**src/rtl/ptwa_pkg.sv**
```systemverilog
// shared types and constants of the peer table with aging
`default_nettype none

package ptwa_pkg;

    // table size and derived widths
    localparam int ENTRIES = 16;
    localparam int IDX_W   = (ENTRIES > 1) ? $clog2(ENTRIES) : 1;
    localparam int CNT_W   = $clog2(ENTRIES + 1);

    // apb register map
    localparam int PADDR_W = 4;
    localparam logic [1:0] REG_MAX_AGE    = 2'd0;
    localparam logic [1:0] REG_MASTER_CAP = 2'd1;
    localparam logic [1:0] REG_LOCAL_CAPS = 2'd2;

    localparam logic [7:0] MAX_AGE_RST    = 8'd10;
    localparam logic [7:0] MASTER_CAP_RST = 8'd1;
    localparam logic [7:0] LOCAL_CAPS_RST = 8'd0;

    // opcodes of an input transaction
    localparam logic OP_ANNOUNCE = 1'b0;
    localparam logic OP_TICK     = 1'b1;

    typedef enum logic [1:0] {
        ST_REFRESH = 2'd0,
        ST_ADDED   = 2'd1,
        ST_FULL    = 2'd2,
        ST_TICK    = 2'd3
    } t_status;

    typedef struct packed {
        logic [63:0] addr;
        logic [7:0]  caps;
        logic [7:0]  age;
    } t_entry;

    typedef struct packed {
        logic [7:0] max_age;
        logic [7:0] master_mask;
        logic [7:0] local_caps;
    } t_cfg;

    typedef struct packed {
        t_status    status;
        logic [3:0] slot;
        logic [4:0] freed_count;
        logic [4:0] live_count;
        logic       multi_master;
    } t_result;

endpackage

`default_nettype wire

```
**src/rtl/ptwa_ram.sv**
```systemverilog
// simple dual port ram, one write and one registered read per cycle
`default_nettype none

module ptwa_ram #(
    parameter int DEPTH = 16,
    parameter int WIDTH = 80,
    localparam int AW = (DEPTH > 1) ? $clog2(DEPTH) : 1
) (
    input  wire logic             i_clk,
    input  wire logic             i_wr_en,
    input  wire logic [AW-1:0]    i_wr_addr,
    input  wire logic [WIDTH-1:0] i_wr_data,
    input  wire logic [AW-1:0]    i_rd_addr,
    output logic      [WIDTH-1:0] o_rd_data
);

    logic [WIDTH-1:0] mem [DEPTH];

    always_ff @(posedge i_clk) begin
        if (i_wr_en) begin
            mem[i_wr_addr] <= i_wr_data;
        end
    end

    always_ff @(posedge i_clk) begin
        o_rd_data <= mem[i_rd_addr];
    end

endmodule

`default_nettype wire

```
**src/rtl/ptwa_cfg.sv**
```systemverilog
// apb configuration registers
`default_nettype none

module ptwa_cfg
    import ptwa_pkg::*;
(
    input  wire logic               i_clk,
    input  wire logic               i_rst_n,
    input  wire logic               psel,
    input  wire logic               penable,
    input  wire logic               pwrite,
    input  wire logic [PADDR_W-1:0] paddr,
    input  wire logic [31:0]        pwdata,
    output logic      [31:0]        prdata,
    output logic                    pready,
    output t_cfg                    o_cfg
);

    t_cfg r_cfg;
    logic w_wr;

    assign pready = 1'b1;
    assign w_wr   = psel && penable && pwrite;
    assign o_cfg  = r_cfg;

    always_ff @(posedge i_clk) begin
        if (!i_rst_n) begin
            r_cfg.max_age     <= MAX_AGE_RST;
            r_cfg.master_mask <= MASTER_CAP_RST;
            r_cfg.local_caps  <= LOCAL_CAPS_RST;
        end else if (w_wr) begin
            case (paddr[3:2])
                REG_MAX_AGE:    r_cfg.max_age     <= pwdata[7:0];
                REG_MASTER_CAP: r_cfg.master_mask <= pwdata[7:0];
                REG_LOCAL_CAPS: r_cfg.local_caps  <= pwdata[7:0];
                default: ;
            endcase
        end
    end

    always_comb begin
        case (paddr[3:2])
            REG_MAX_AGE:    prdata = {24'd0, r_cfg.max_age};
            REG_MASTER_CAP: prdata = {24'd0, r_cfg.master_mask};
            REG_LOCAL_CAPS: prdata = {24'd0, r_cfg.local_caps};
            default:        prdata = 32'd0;
        endcase
    end

endmodule

`default_nettype wire

```
**src/rtl/ptwa_scan.sv**
```systemverilog
// scan sequencer: walks the entry ram, read-modify-write per transaction
`default_nettype none

module ptwa_scan
    import ptwa_pkg::*;
(
    input  wire logic             i_clk,
    input  wire logic             i_rst_n,
    input  wire t_cfg             i_cfg,
    input  wire logic             i_valid,
    output logic                  o_stall,
    input  wire logic             i_opcode,
    input  wire logic [31:0]      i_addr_low,
    input  wire logic [31:0]      i_addr_high,
    input  wire logic [7:0]       i_peer_caps,
    output t_result               o_res,
    output logic                  o_res_valid,
    input  wire logic             i_res_take,
    output logic      [IDX_W-1:0] o_rd_addr,
    input  wire t_entry           i_rd_data,
    output logic                  o_wr_en,
    output logic      [IDX_W-1:0] o_wr_addr,
    output t_entry                o_wr_data
);

    typedef enum logic [3:0] {
        S_IDLE  = 4'b0001,
        S_SCAN  = 4'b0010,
        S_WRITE = 4'b0100,
        S_DONE  = 4'b1000
    } t_state;

    t_state             r_state;
    logic               r_opcode;
    logic [63:0]        r_key;
    logic [7:0]         r_caps;
    logic [CNT_W-1:0]   r_issue;
    logic               r_chk;
    logic [IDX_W-1:0]   r_chk_idx;
    logic [ENTRIES-1:0] r_valid;
    logic [CNT_W-1:0]   r_live;
    logic               r_hit_found;
    logic [IDX_W-1:0]   r_hit_idx;
    logic [7:0]         r_hit_old_caps;
    logic               r_free_found;
    logic [IDX_W-1:0]   r_free_idx;
    logic [CNT_W-1:0]   r_mcount;
    logic [CNT_W-1:0]   r_freed;
    t_result            r_res;

    t_entry           w_ent;
    logic             w_live_k;
    logic             w_m_old;
    logic             w_expire;
    logic [7:0]       w_new_age;
    logic             w_match;
    logic             w_last;
    logic             w_issue_more;
    logic [IDX_W-1:0] w_tgt_idx;
    logic             w_tgt_ok;
    logic [CNT_W-1:0] w_live_new;
    logic [CNT_W:0]   w_mtot;
    t_status          w_status;
    logic [31:0]      w_slot_wide;
    logic [31:0]      w_live_wide;
    logic [31:0]      w_freed_wide;

    function automatic logic is_master(input logic [7:0] caps, input logic [7:0] mask);
        is_master = |(caps & mask);
    endfunction

    assign o_stall     = (r_state != S_IDLE);
    assign o_res_valid = (r_state == S_DONE);
    assign o_res       = r_res;
    assign o_rd_addr   = r_issue[IDX_W-1:0];

    // free entries always read as all zero
    assign w_live_k  = r_valid[r_chk_idx];
    assign w_ent     = w_live_k ? i_rd_data : '0;
    assign w_m_old   = is_master(w_ent.caps, i_cfg.master_mask);
    assign w_expire  = w_live_k && (w_ent.age > i_cfg.max_age);
    assign w_new_age = (w_ent.age == 8'hFF) ? w_ent.age : w_ent.age + 8'd1;
    assign w_match   = (w_ent.addr == r_key);
    assign w_last    = r_chk && (r_chk_idx == IDX_W'(ENTRIES - 1));
    assign w_issue_more = (r_issue != CNT_W'(ENTRIES));

    assign w_tgt_idx = r_hit_found ? r_hit_idx : r_free_idx;
    assign w_tgt_ok  = r_hit_found || r_free_found;

    // memory write port: aging writeback during the scan, fill after it
    always_comb begin
        o_wr_en   = 1'b0;
        o_wr_addr = r_chk_idx;
        o_wr_data = '0;
        if (r_state == S_SCAN && r_chk && r_opcode == OP_TICK && w_live_k) begin
            o_wr_en = 1'b1;
            if (!w_expire) begin
                o_wr_data.addr = w_ent.addr;
                o_wr_data.caps = w_ent.caps;
                o_wr_data.age  = w_new_age;
            end
        end else if (r_state == S_WRITE && r_opcode == OP_ANNOUNCE && w_tgt_ok) begin
            o_wr_en        = 1'b1;
            o_wr_addr      = w_tgt_idx;
            o_wr_data.addr = r_key;
            o_wr_data.caps = r_caps;
            o_wr_data.age  = 8'd0;
        end
    end

    // result of the finished scan
    always_comb begin
        w_mtot = {1'b0, r_mcount}
               + (CNT_W+1)'(is_master(i_cfg.local_caps, i_cfg.master_mask));
        w_live_new = r_live;
        w_status   = ST_TICK;
        if (r_opcode == OP_TICK) begin
            w_live_new = r_live - r_freed;
        end else if (r_hit_found) begin
            w_status   = ST_REFRESH;
            w_live_new = r_live + CNT_W'(!r_valid[r_hit_idx]);
            w_mtot     = w_mtot + (CNT_W+1)'(is_master(r_caps, i_cfg.master_mask))
                       - (CNT_W+1)'(is_master(r_hit_old_caps, i_cfg.master_mask));
        end else if (r_free_found) begin
            w_status   = ST_ADDED;
            w_live_new = r_live + CNT_W'(1);
            w_mtot     = w_mtot + (CNT_W+1)'(is_master(r_caps, i_cfg.master_mask));
        end else begin
            w_status   = ST_FULL;
        end
        w_slot_wide  = (r_opcode == OP_ANNOUNCE && w_tgt_ok) ? 32'(w_tgt_idx) : 32'd0;
        w_live_wide  = 32'(w_live_new);
        w_freed_wide = (r_opcode == OP_TICK) ? 32'(r_freed) : 32'd0;
    end

    always_ff @(posedge i_clk) begin
        if (!i_rst_n) begin
            r_state <= S_IDLE;
            r_valid <= '0;
            r_live  <= '0;
            r_chk   <= 1'b0;
        end else begin
            case (r_state)
                S_IDLE: begin
                    if (i_valid) begin
                        r_opcode     <= i_opcode;
                        r_key        <= {i_addr_high, i_addr_low};
                        r_caps       <= i_peer_caps;
                        r_issue      <= '0;
                        r_chk        <= 1'b0;
                        r_hit_found  <= 1'b0;
                        r_free_found <= 1'b0;
                        r_mcount     <= '0;
                        r_freed      <= '0;
                        r_state      <= S_SCAN;
                    end
                end
                S_SCAN: begin
                    if (w_issue_more) begin
                        r_issue <= r_issue + CNT_W'(1);
                    end
                    r_chk     <= w_issue_more;
                    r_chk_idx <= r_issue[IDX_W-1:0];
                    if (r_chk) begin
                        if (r_opcode == OP_TICK) begin
                            // master count over the caps left after aging
                            r_mcount <= r_mcount + CNT_W'(w_m_old && !w_expire);
                            if (w_expire) begin
                                r_valid[r_chk_idx] <= 1'b0;
                                r_freed <= r_freed + CNT_W'(1);
                            end
                        end else begin
                            r_mcount <= r_mcount + CNT_W'(w_m_old);
                            if (!r_hit_found) begin
                                if (!w_live_k && !r_free_found) begin
                                    r_free_found <= 1'b1;
                                    r_free_idx   <= r_chk_idx;
                                end
                                if (w_match) begin
                                    r_hit_found    <= 1'b1;
                                    r_hit_idx      <= r_chk_idx;
                                    r_hit_old_caps <= w_ent.caps;
                                end
                            end
                        end
                    end
                    if (w_last) begin
                        r_state <= S_WRITE;
                    end
                end
                S_WRITE: begin
                    if (r_opcode == OP_ANNOUNCE && w_tgt_ok) begin
                        r_valid[w_tgt_idx] <= 1'b1;
                    end
                    r_live             <= w_live_new;
                    r_res.status       <= w_status;
                    r_res.slot         <= w_slot_wide[3:0];
                    r_res.freed_count  <= w_freed_wide[4:0];
                    r_res.live_count   <= w_live_wide[4:0];
                    r_res.multi_master <= (w_mtot > (CNT_W+1)'(1));
                    r_state            <= S_DONE;
                end
                S_DONE: begin
                    if (i_res_take) begin
                        r_state <= S_IDLE;
                    end
                end
                default: r_state <= S_IDLE;
            endcase
        end
    end

endmodule

`default_nettype wire

```
**src/rtl/peer_table_with_aging.sv**
```systemverilog
// top level of the peer table with aging
`default_nettype none

// Peer table with aging. Holds ENTRIES remote peers (address, capability byte,
// age) in a dual port ram, with the in-use bits in flip-flops so that reset
// frees the whole table at once and no clearing pass is needed. Each input
// transaction is an announce (opcode 0) or an aging tick (opcode 1) and gives
// exactly one result transaction. Every transaction walks the ram once, one
// entry read per cycle from the registered read port: an announce looks for
// the first entry with its address and the lowest free entry, then writes the
// chosen entry; a tick ages or frees each live entry as it streams past. The
// master-capable count is gathered on the same walk. The next transaction is
// taken once the result has moved into the output register, where it may
// still sit while the next walk runs, so a walk never starts before the last
// one is over. Registers on the apb port (max_age, master_cap_mask,
// local_caps) are to be written by the user only while the block is idle;
// the block itself does not enforce this.
module peer_table_with_aging
    import ptwa_pkg::*;
(
    input  wire logic               i_clk,
    input  wire logic               i_rst_n,
    // apb configuration port
    input  wire logic               psel,
    input  wire logic               penable,
    input  wire logic               pwrite,
    input  wire logic [PADDR_W-1:0] paddr,
    input  wire logic [31:0]        pwdata,
    output logic      [31:0]        prdata,
    output logic                    pready,
    // input channel
    input  wire logic               i_valid,
    output logic                    o_stall,
    input  wire logic               i_opcode,
    input  wire logic [31:0]        i_addr_low,
    input  wire logic [31:0]        i_addr_high,
    input  wire logic [7:0]         i_peer_caps,
    // result channel
    output logic                    o_valid,
    input  wire logic               i_stall,
    output logic      [1:0]         o_status,
    output logic      [3:0]         o_slot,
    output logic      [4:0]         o_freed_count,
    output logic      [4:0]         o_live_count,
    output logic                    o_multi_master
);

    t_cfg             w_cfg;
    t_result          w_res;
    logic             w_res_valid;
    logic             w_res_take;
    logic [IDX_W-1:0] w_rd_addr;
    logic [IDX_W-1:0] w_wr_addr;
    logic             w_wr_en;
    t_entry           w_wr_data;
    t_entry           w_rd_data;

    t_result          r_out;
    logic             r_out_valid;

    ptwa_cfg u_cfg (
        .i_clk   (i_clk),
        .i_rst_n (i_rst_n),
        .psel    (psel),
        .penable (penable),
        .pwrite  (pwrite),
        .paddr   (paddr),
        .pwdata  (pwdata),
        .prdata  (prdata),
        .pready  (pready),
        .o_cfg   (w_cfg)
    );

    ptwa_ram #(
        .DEPTH (ENTRIES),
        .WIDTH ($bits(t_entry))
    ) u_ram (
        .i_clk     (i_clk),
        .i_wr_en   (w_wr_en),
        .i_wr_addr (w_wr_addr),
        .i_wr_data (w_wr_data),
        .i_rd_addr (w_rd_addr),
        .o_rd_data (w_rd_data)
    );

    ptwa_scan u_scan (
        .i_clk       (i_clk),
        .i_rst_n     (i_rst_n),
        .i_cfg       (w_cfg),
        .i_valid     (i_valid),
        .o_stall     (o_stall),
        .i_opcode    (i_opcode),
        .i_addr_low  (i_addr_low),
        .i_addr_high (i_addr_high),
        .i_peer_caps (i_peer_caps),
        .o_res       (w_res),
        .o_res_valid (w_res_valid),
        .i_res_take  (w_res_take),
        .o_rd_addr   (w_rd_addr),
        .i_rd_data   (w_rd_data),
        .o_wr_en     (w_wr_en),
        .o_wr_addr   (w_wr_addr),
        .o_wr_data   (w_wr_data)
    );

    // output register: a finished result moves in when the slot is empty
    // or its transaction completes in this cycle
    assign w_res_take = w_res_valid && (!r_out_valid || !i_stall);

    always_ff @(posedge i_clk) begin
        if (!i_rst_n) begin
            r_out_valid <= 1'b0;
        end else if (w_res_take) begin
            r_out_valid <= 1'b1;
        end else if (!i_stall) begin
            r_out_valid <= 1'b0;
        end
    end

    always_ff @(posedge i_clk) begin
        if (w_res_take) begin
            r_out <= w_res;
        end
    end

    assign o_valid        = r_out_valid;
    assign o_status       = r_out.status;
    assign o_slot         = r_out.slot;
    assign o_freed_count  = r_out.freed_count;
    assign o_live_count   = r_out.live_count;
    assign o_multi_master = r_out.multi_master;

endmodule

`default_nettype wire

```
**config.mk**
```make
export PLATFORM = sky130hd
export DESIGN_NAME = peer_table_with_aging
export DESIGN_NICKNAME = d
export VERILOG_FILES = /design/src/rtl/ptwa_pkg.sv /design/src/rtl/ptwa_ram.sv /design/src/rtl/ptwa_cfg.sv /design/src/rtl/ptwa_scan.sv /design/src/rtl/peer_table_with_aging.sv
export SDC_FILE = /design/constraint.sdc
export NUM_CORES = 2
export LEC_CHECK = 0
export ABC_AREA = 1
export BUFFER_PORTS_ARGS = -buffer_cell sky130_fd_sc_hd__buf_4
export CAP_MARGIN = 20
export CELL_PAD_IN_SITES_DETAIL_PLACEMENT = 1
export CELL_PAD_IN_SITES_GLOBAL_PLACEMENT = 2
export CORE_MARGIN = 5
export CORE_UTILIZATION = 44
export DETAILED_ROUTE_END_ITERATION = 8
export PLACE_DENSITY_LB_ADDON = 0.08
export SLEW_MARGIN = 20
export SYNTH_ARGS = -nofsm -noshare
export SYNTH_HDL_FRONTEND = slang
export SYNTH_HIERARCHICAL = 1
export SYNTH_SLANG_ARGS = --single-unit
```
**constraint.sdc**
```tcl
create_clock -name i_clk -period 11.73 [get_ports i_clk]
set_input_delay 1.173 -clock i_clk [delete_from_list [all_inputs] [get_ports i_clk]]
set_output_delay 1.173 -clock i_clk [all_outputs]
set_load 0.01 [all_outputs]
```
After elaboration in Yosys (flattened, before gate mapping)
Memories as Yosys holds them, arrays and structs flattened. A register that Yosys moved wholly into a read port is not among the register bits.
Cells that the tools add are included.
Storage, ports and cells
  memories: 1
  bits in registers: 195
  word-level logic and storage cells: 189
  bits of input ports: 116
  RAM bits: 1280
  output and inout bits: 52
Memories
  u_ram.mem: words 16, width 80, read ports 1, clocked after memory_dff 1, write ports 1, RTL line ptwa_ram.sv:17  | logic [WIDTH-1:0] mem [DEPTH];
Cells by class
  $lt $le $gt $ge: 7
  bitwise logic cells: 9
  reductions and logical operators: 46
  add/sub/neg operators: 11
  multiplexer cells: 62
  equality and inequality tests: 23
Operator list (number)
  80-bit two-way mux: 4
  64-bit equality test: 1
  16-bit two-way mux: 4
  5-bit two-way mux: 10
  8-bit AND: 4
  16-bit one-hot mux with 2 select lines: 1
  8-bit OR reduction: 4
  5-bit one-hot mux with 2 select lines: 3
  4-bit two-way mux: 6
  8-bit one-hot mux with 3 select lines: 1
  1-bit two-way mux: 19
  6-bit two-way mux: 3
  6-bit AND reduction: 3
  16-bit AND: 1
  16-bit NOT: 1
  16-bit bitwise OR: 1
  4-bit one-hot mux with 4 select lines: 1
  5-bit by 1-bit adder with 5-bit output: 3
  5-bit by 1-bit adder with 5-bit output, second input constant: 3
  1-bit logical AND: 15
  4-bit by 5-bit less-than comparator with 1-bit output, second input constant: 3
  2-bit by 1-bit != test with 1-bit output, second input constant: 7
  2-bit AND reduction: 6
  2-bit != test, second input constant: 5
  31 further kinds: 49

Longest topological paths before layout
  depth after elaboration: 11
  depth in mapped cells: 25
  depth with buffers taken out: 24

Cells and area by module
The synthesis kept the hierarchy.
By module, submodules not included
  ptwa_ram: instances 1, cells each 5255, area an instance 56226.4 um^2, sequential area each 40038.4 um^2
  ptwa_scan: instances 1, cells each 1243, area an instance 9574.2 um^2, sequential area each 4334.2 um^2
  ptwa_cfg: instances 1, cells each 207, area an instance 1362.6 um^2, sequential area each 480.5 um^2
  peer_table_with_aging: instances 1, cells each 23, area an instance 555.5 um^2, sequential area each 530.5 um^2

Worst setup path after synthesis
Ideal clock, no wire load.
  path kind: register to register
  from: reg u_scan.r_opcode
  to: mem u_ram.mem[12][0], enable pin
  stages on the path, launching flop included: 11
  arrival: 5138 ps
  data required time: 11211 ps
  setup slack: 6072 ps
  library setup time: 519 ps
  buffers on the path: 3
  period minus slack after synthesis: 5658 ps
  cell sequence: edfxtp_1 > clkbuf_1 > nor2_1 > inv_2 > nor2_1 > inv_2 > clkbuf_1 > clkbuf_1 > nand2_1 > nand3_1 > nor2_1
On the way
  longest elaborated chain between the ends: 7
  elaborated cells between the ends (all ways): 11
  those cells by class: mux (6); bitwise (1); reduce/logical (4)
Ends and longest elaborated chain
  from (decl): RTL line ptwa_scan.sv:34  | logic r_opcode;
  from (signal assigned): RTL line ptwa_scan.sv:146  | r_opcode <= i_opcode;
  1-bit NOT (no line)
  1-bit logical AND (2 in series): RTL line ptwa_scan.sv:102  | end else if (r_state == S_WRITE && r_opcode == OP_ANNOUNCE && w_tgt_ok) begin
  1-bit two-way mux: RTL line ptwa_scan.sv:102
  1-bit two-way mux *: RTL line ptwa_scan.sv:95  | if (r_state == S_SCAN && r_chk && r_opcode == OP_TICK && w_live_k) begin
  named net w_wr_en: RTL line peer_table_with_aging.sv:54  | logic w_wr_en;
  1-bit two-way mux *: RTL line ptwa_ram.sv:20  | if (i_wr_en) begin
  1-bit two-way mux (implied by the code) *: RTL line ptwa_ram.sv:21  | mem[i_wr_addr] <= i_wr_data;
  to (decl): RTL line ptwa_ram.sv:17
Mark *: on every way through the listed nets, which the timed path passes. The rest lies on a longest branch.

==> flow_summary.yaml <==
pwr:
  clkPwrFrac_pct: 44.2
  power_density_nw_per_um2: 158
  vdd_drop_max_v: 0.000120
  p_int_uw: 9310
  p_sw_uw: 2710
  power_frac_seq_pct: 50.5
  p_sw_share_pct: 22.6
  leakagePower_uw: 0.0318
  comb_power_share_pct: 5.3
synth:
  synth_top_family_by_area: "simple AND/OR/NAND/NOR gates"
  synthAdderAreaFrac_pct: 0.528
  synth-xor-area-share_pct: 0.103
  syn_area_sq_um: 67700
  synth_top_area_cell: "edfxtp_1"
  synth-edff-count: 1424
  muxShareOfSynthArea_pct: 0.0443
  synth_simple_gate_area_share_pct: 20.4
  synth.area.top_cells: "edfxtp_1 (63%), nand2_1 (11%), nand3_1 (8.1%)"
  syn_inst: 6728
  yosysMostFrequentCell: "nand2_1"
  ys_top_cells_by_count: "nand2_1 (1,983), edfxtp_1 (1,424), inv_1 (1,195), nand3_1 (1,092), buf_2 (181)"
  synth_top_area_share_pct: 63.1
  async_reset_ff_share_pct: 0
  synth-seq-area-share_pct: 67.0
  synth_compound_area_share_pct: 2.42
  synth_ff_type: "edfxtp_1"
  avgSynthCellArea_sq_um: 10.1
  synth_warnings: 6
  ys_ff_latch: 1555
  post_synth_num_cell_types: 49
floorplanning:
  num_rows: 144
  dieArea_sq_um: 162000
  dieHeight_um: 402
  start_util_pct: 44.1
  io_pins: 168
  dieWidth_um: 402
  core_region_area_sq_um: 154000
clock_network:
  clk_latency_ns: 0.79
  cts_tree: "done"
  hold_buffers: 0
  cts_resized: 0
  cts.path.max_buffers: 3
  cts_made_buffers: 171
  cts_root_buf: "clkbuf_16"
  postCtsSetupBuffers: 0
  cts_sinks: 1555
  cts.clk_slew.worst_paths_ns: 0.06
  cts_max_level: 4
sta:
  hold_violations: 0
  slew_violations: 0
  post-route-min-period_ns: 6.51
  worstMarginPinSlew_ns: 1.15
  setup_tns_ns: 0
  fin_skew_ns: 0.0345
  slew_headroom_pct: 23.1
  setup_viol: 0
  rsz0062_at_grt: "no"
  max_freq_mhz: 154
  finalCritPeriodShare_pct: 55.5
  fin_hold_ws_ns: 0.417
worst_setup_path:
  critPathMaxFanout: 38
  worst_r2r_startpoint: "u_scan/r_chk_idx[0]"
  arrival_ns: 6.84
  reg2reg_to: "u_ram/mem[6][32]"
  crit_path_end_kind: "register"
  cp_data_required_time_ns: 12.06
  start_kind: "register"
  crit_path_start: "u_scan/r_chk_idx[0]"
  r2r_cells: 23
  rrSetupSlack_ns: 5.22
  crit_type: "register to register"
status:
  status: "completed"
routing:
  routed_via_density: 5.28
  drt_pass1_iterations: 5
  route.vias.total: 47400
  final_antenna_net_count: 0
  drc: 0
  wire_per_inst_um: 23.1
  wl_um: 207000
  drt_iter0_drc: 3154
worst_hold_path:
  holdPathStages: 0
  hp-start: "u_scan/o_res[5]"
  hold_class: "register to register"
  min_to: "o_live_count[4]"
grt:
  antenna_found_initial: 6
  track_usage_pct: 25.2
  grt_overflow_total: 0
  grt_pass1_vias: 48800
  grt_pass1_wl_um: 307000
  grt_max_degree: 182
placement:
  portBuffers: 116
  routabilityCongestion: 0.803
  dpl.hpwl_um: 107000
final_layout:
  layout-drive-gt1-share_pct: 7.97
  finish.utilization_pct: 49.6
  area_growth_pct: 12.4
  final_nets: 6928
flow_run:
  maxCapViolations: 0
[critical path: stages, from the launching register on]
cell and delay (ns):
edfxtp_1 0.70, inv_2 0.23, nand2_1 0.10, nand2_1 0.05, nand2_1 0.07, nand2_1 0.06, nand2_1 0.08, nand2_2 0.10
inv_2 0.08, nand2_4 0.45, nand2_2 0.31, inv_2 0.08, ha_1 0.30, nand2_1 0.07, o21ai_0 0.19, nand2_1 0.07
o211ai_1 0.09, o21ai_0 0.22, nor2_1 0.42, nor2_2 0.05, buf_4 0.22, inv_4 0.65, buf_4 0.80, o22ai_1 0.57
[flip-flops by register name, indices dropped and copies added (netlist names), 8 cells and up]
signal	flops
u_cfg/o_cfg	24
u_ram/mem	1280
u_ram/o_rd_data	80
u_scan/o_res	17
u_scan/r_caps	8
u_scan/r_hit_old_caps	8
u_scan/r_key	64
u_scan/r_valid	16
[metrics by stage]
stage | total power [uW] | setup slack (ns) | instance area [sq um] | std cells
after floorplan | 6600 | 6.07 | 67800 | 6751
after global placement | 6810 | 5.48 | 70300 | 8646
after detailed placement | 6820 | 5.42 | 70300 | 8647
after CTS | 12100 | 5.37 | 75800 | 8966
after global routing | 12400 | 4.87 | 76100 | 8974
final | 12000 | 5.22 | 76100 | 8976
[area by class of cell]
class	count	area [sq um]
fill	16900	77400
sequential	1555	45400
multi-input combinational	3638	16400
clock buffer	231	4760
inverter	1211	4580
tap	2044	2560
timing repair buffer	207	1660
clock inverter	88	761
antenna	2	5.00
[worst max path at each step]
stage,end,slack [ns],depth (start not counted)
2_1_floorplan,u_ram/mem[12][0],6.07,10
3_3_place_gp,u_ram/mem[12][42],5.48,22
3_5_place_dp,u_ram/mem[13][30],5.42,22
4_1_cts,u_ram/mem[12][47],5.37,22
5_1_grt,u_ram/mem[0][35],4.87,23
6_report,u_ram/mem[6][32],5.22,23
[layout by cell type (no fill, tap or decap), drive strengths merged, types with 6 or more instances in the layout]
cell type	n
a211oi	6
a21oi	60
a221oi	6
buf	201
bufinv	12
clkbuf	237
clkinv	71
conb	25
dfxtp	131
edfxtp	1424
ha	27
inv	1214
nand2	1987
nand3	1093
nor2	186
nor3	10
o211ai	8
o21ai	127
o22ai	62
or2	6
[per-layer routing]
metal,share of wire (%),vias up,track usage (%)
met5,0,-,0
met4,3.0,0,7.71
met3,4.8,317,3.41
met2,49,1081,43.3
met1,43,24100,33.5
li1,-,21900,-
[power by group through the flow]
stage | Sequential, uW | Combinational, uW | Clock (uW)
after floorplan | 6170 | 429 | 0
after global placement | 6190 | 623 | 0
after detailed placement | 6190 | 635 | 0
after CTS | 6070 | 639 | 5420
after global routing | 6080 | 706 | 5660
final | 6070 | 636 | 5310
[cell families (layout without fill, tap and decap cells)]
kind of cell	after synthesis	in the layout
and+or+nand+nor	3289	3289
buffers and inverters	1558	1737
DFF	1555	1555
AOI/OAI and AO/OA	285	285
adders and majority gates	28	28
xor gates and xnor gates	8	8
muxes	3	3
other	2	27
Power figures use the tool's default switching activity.
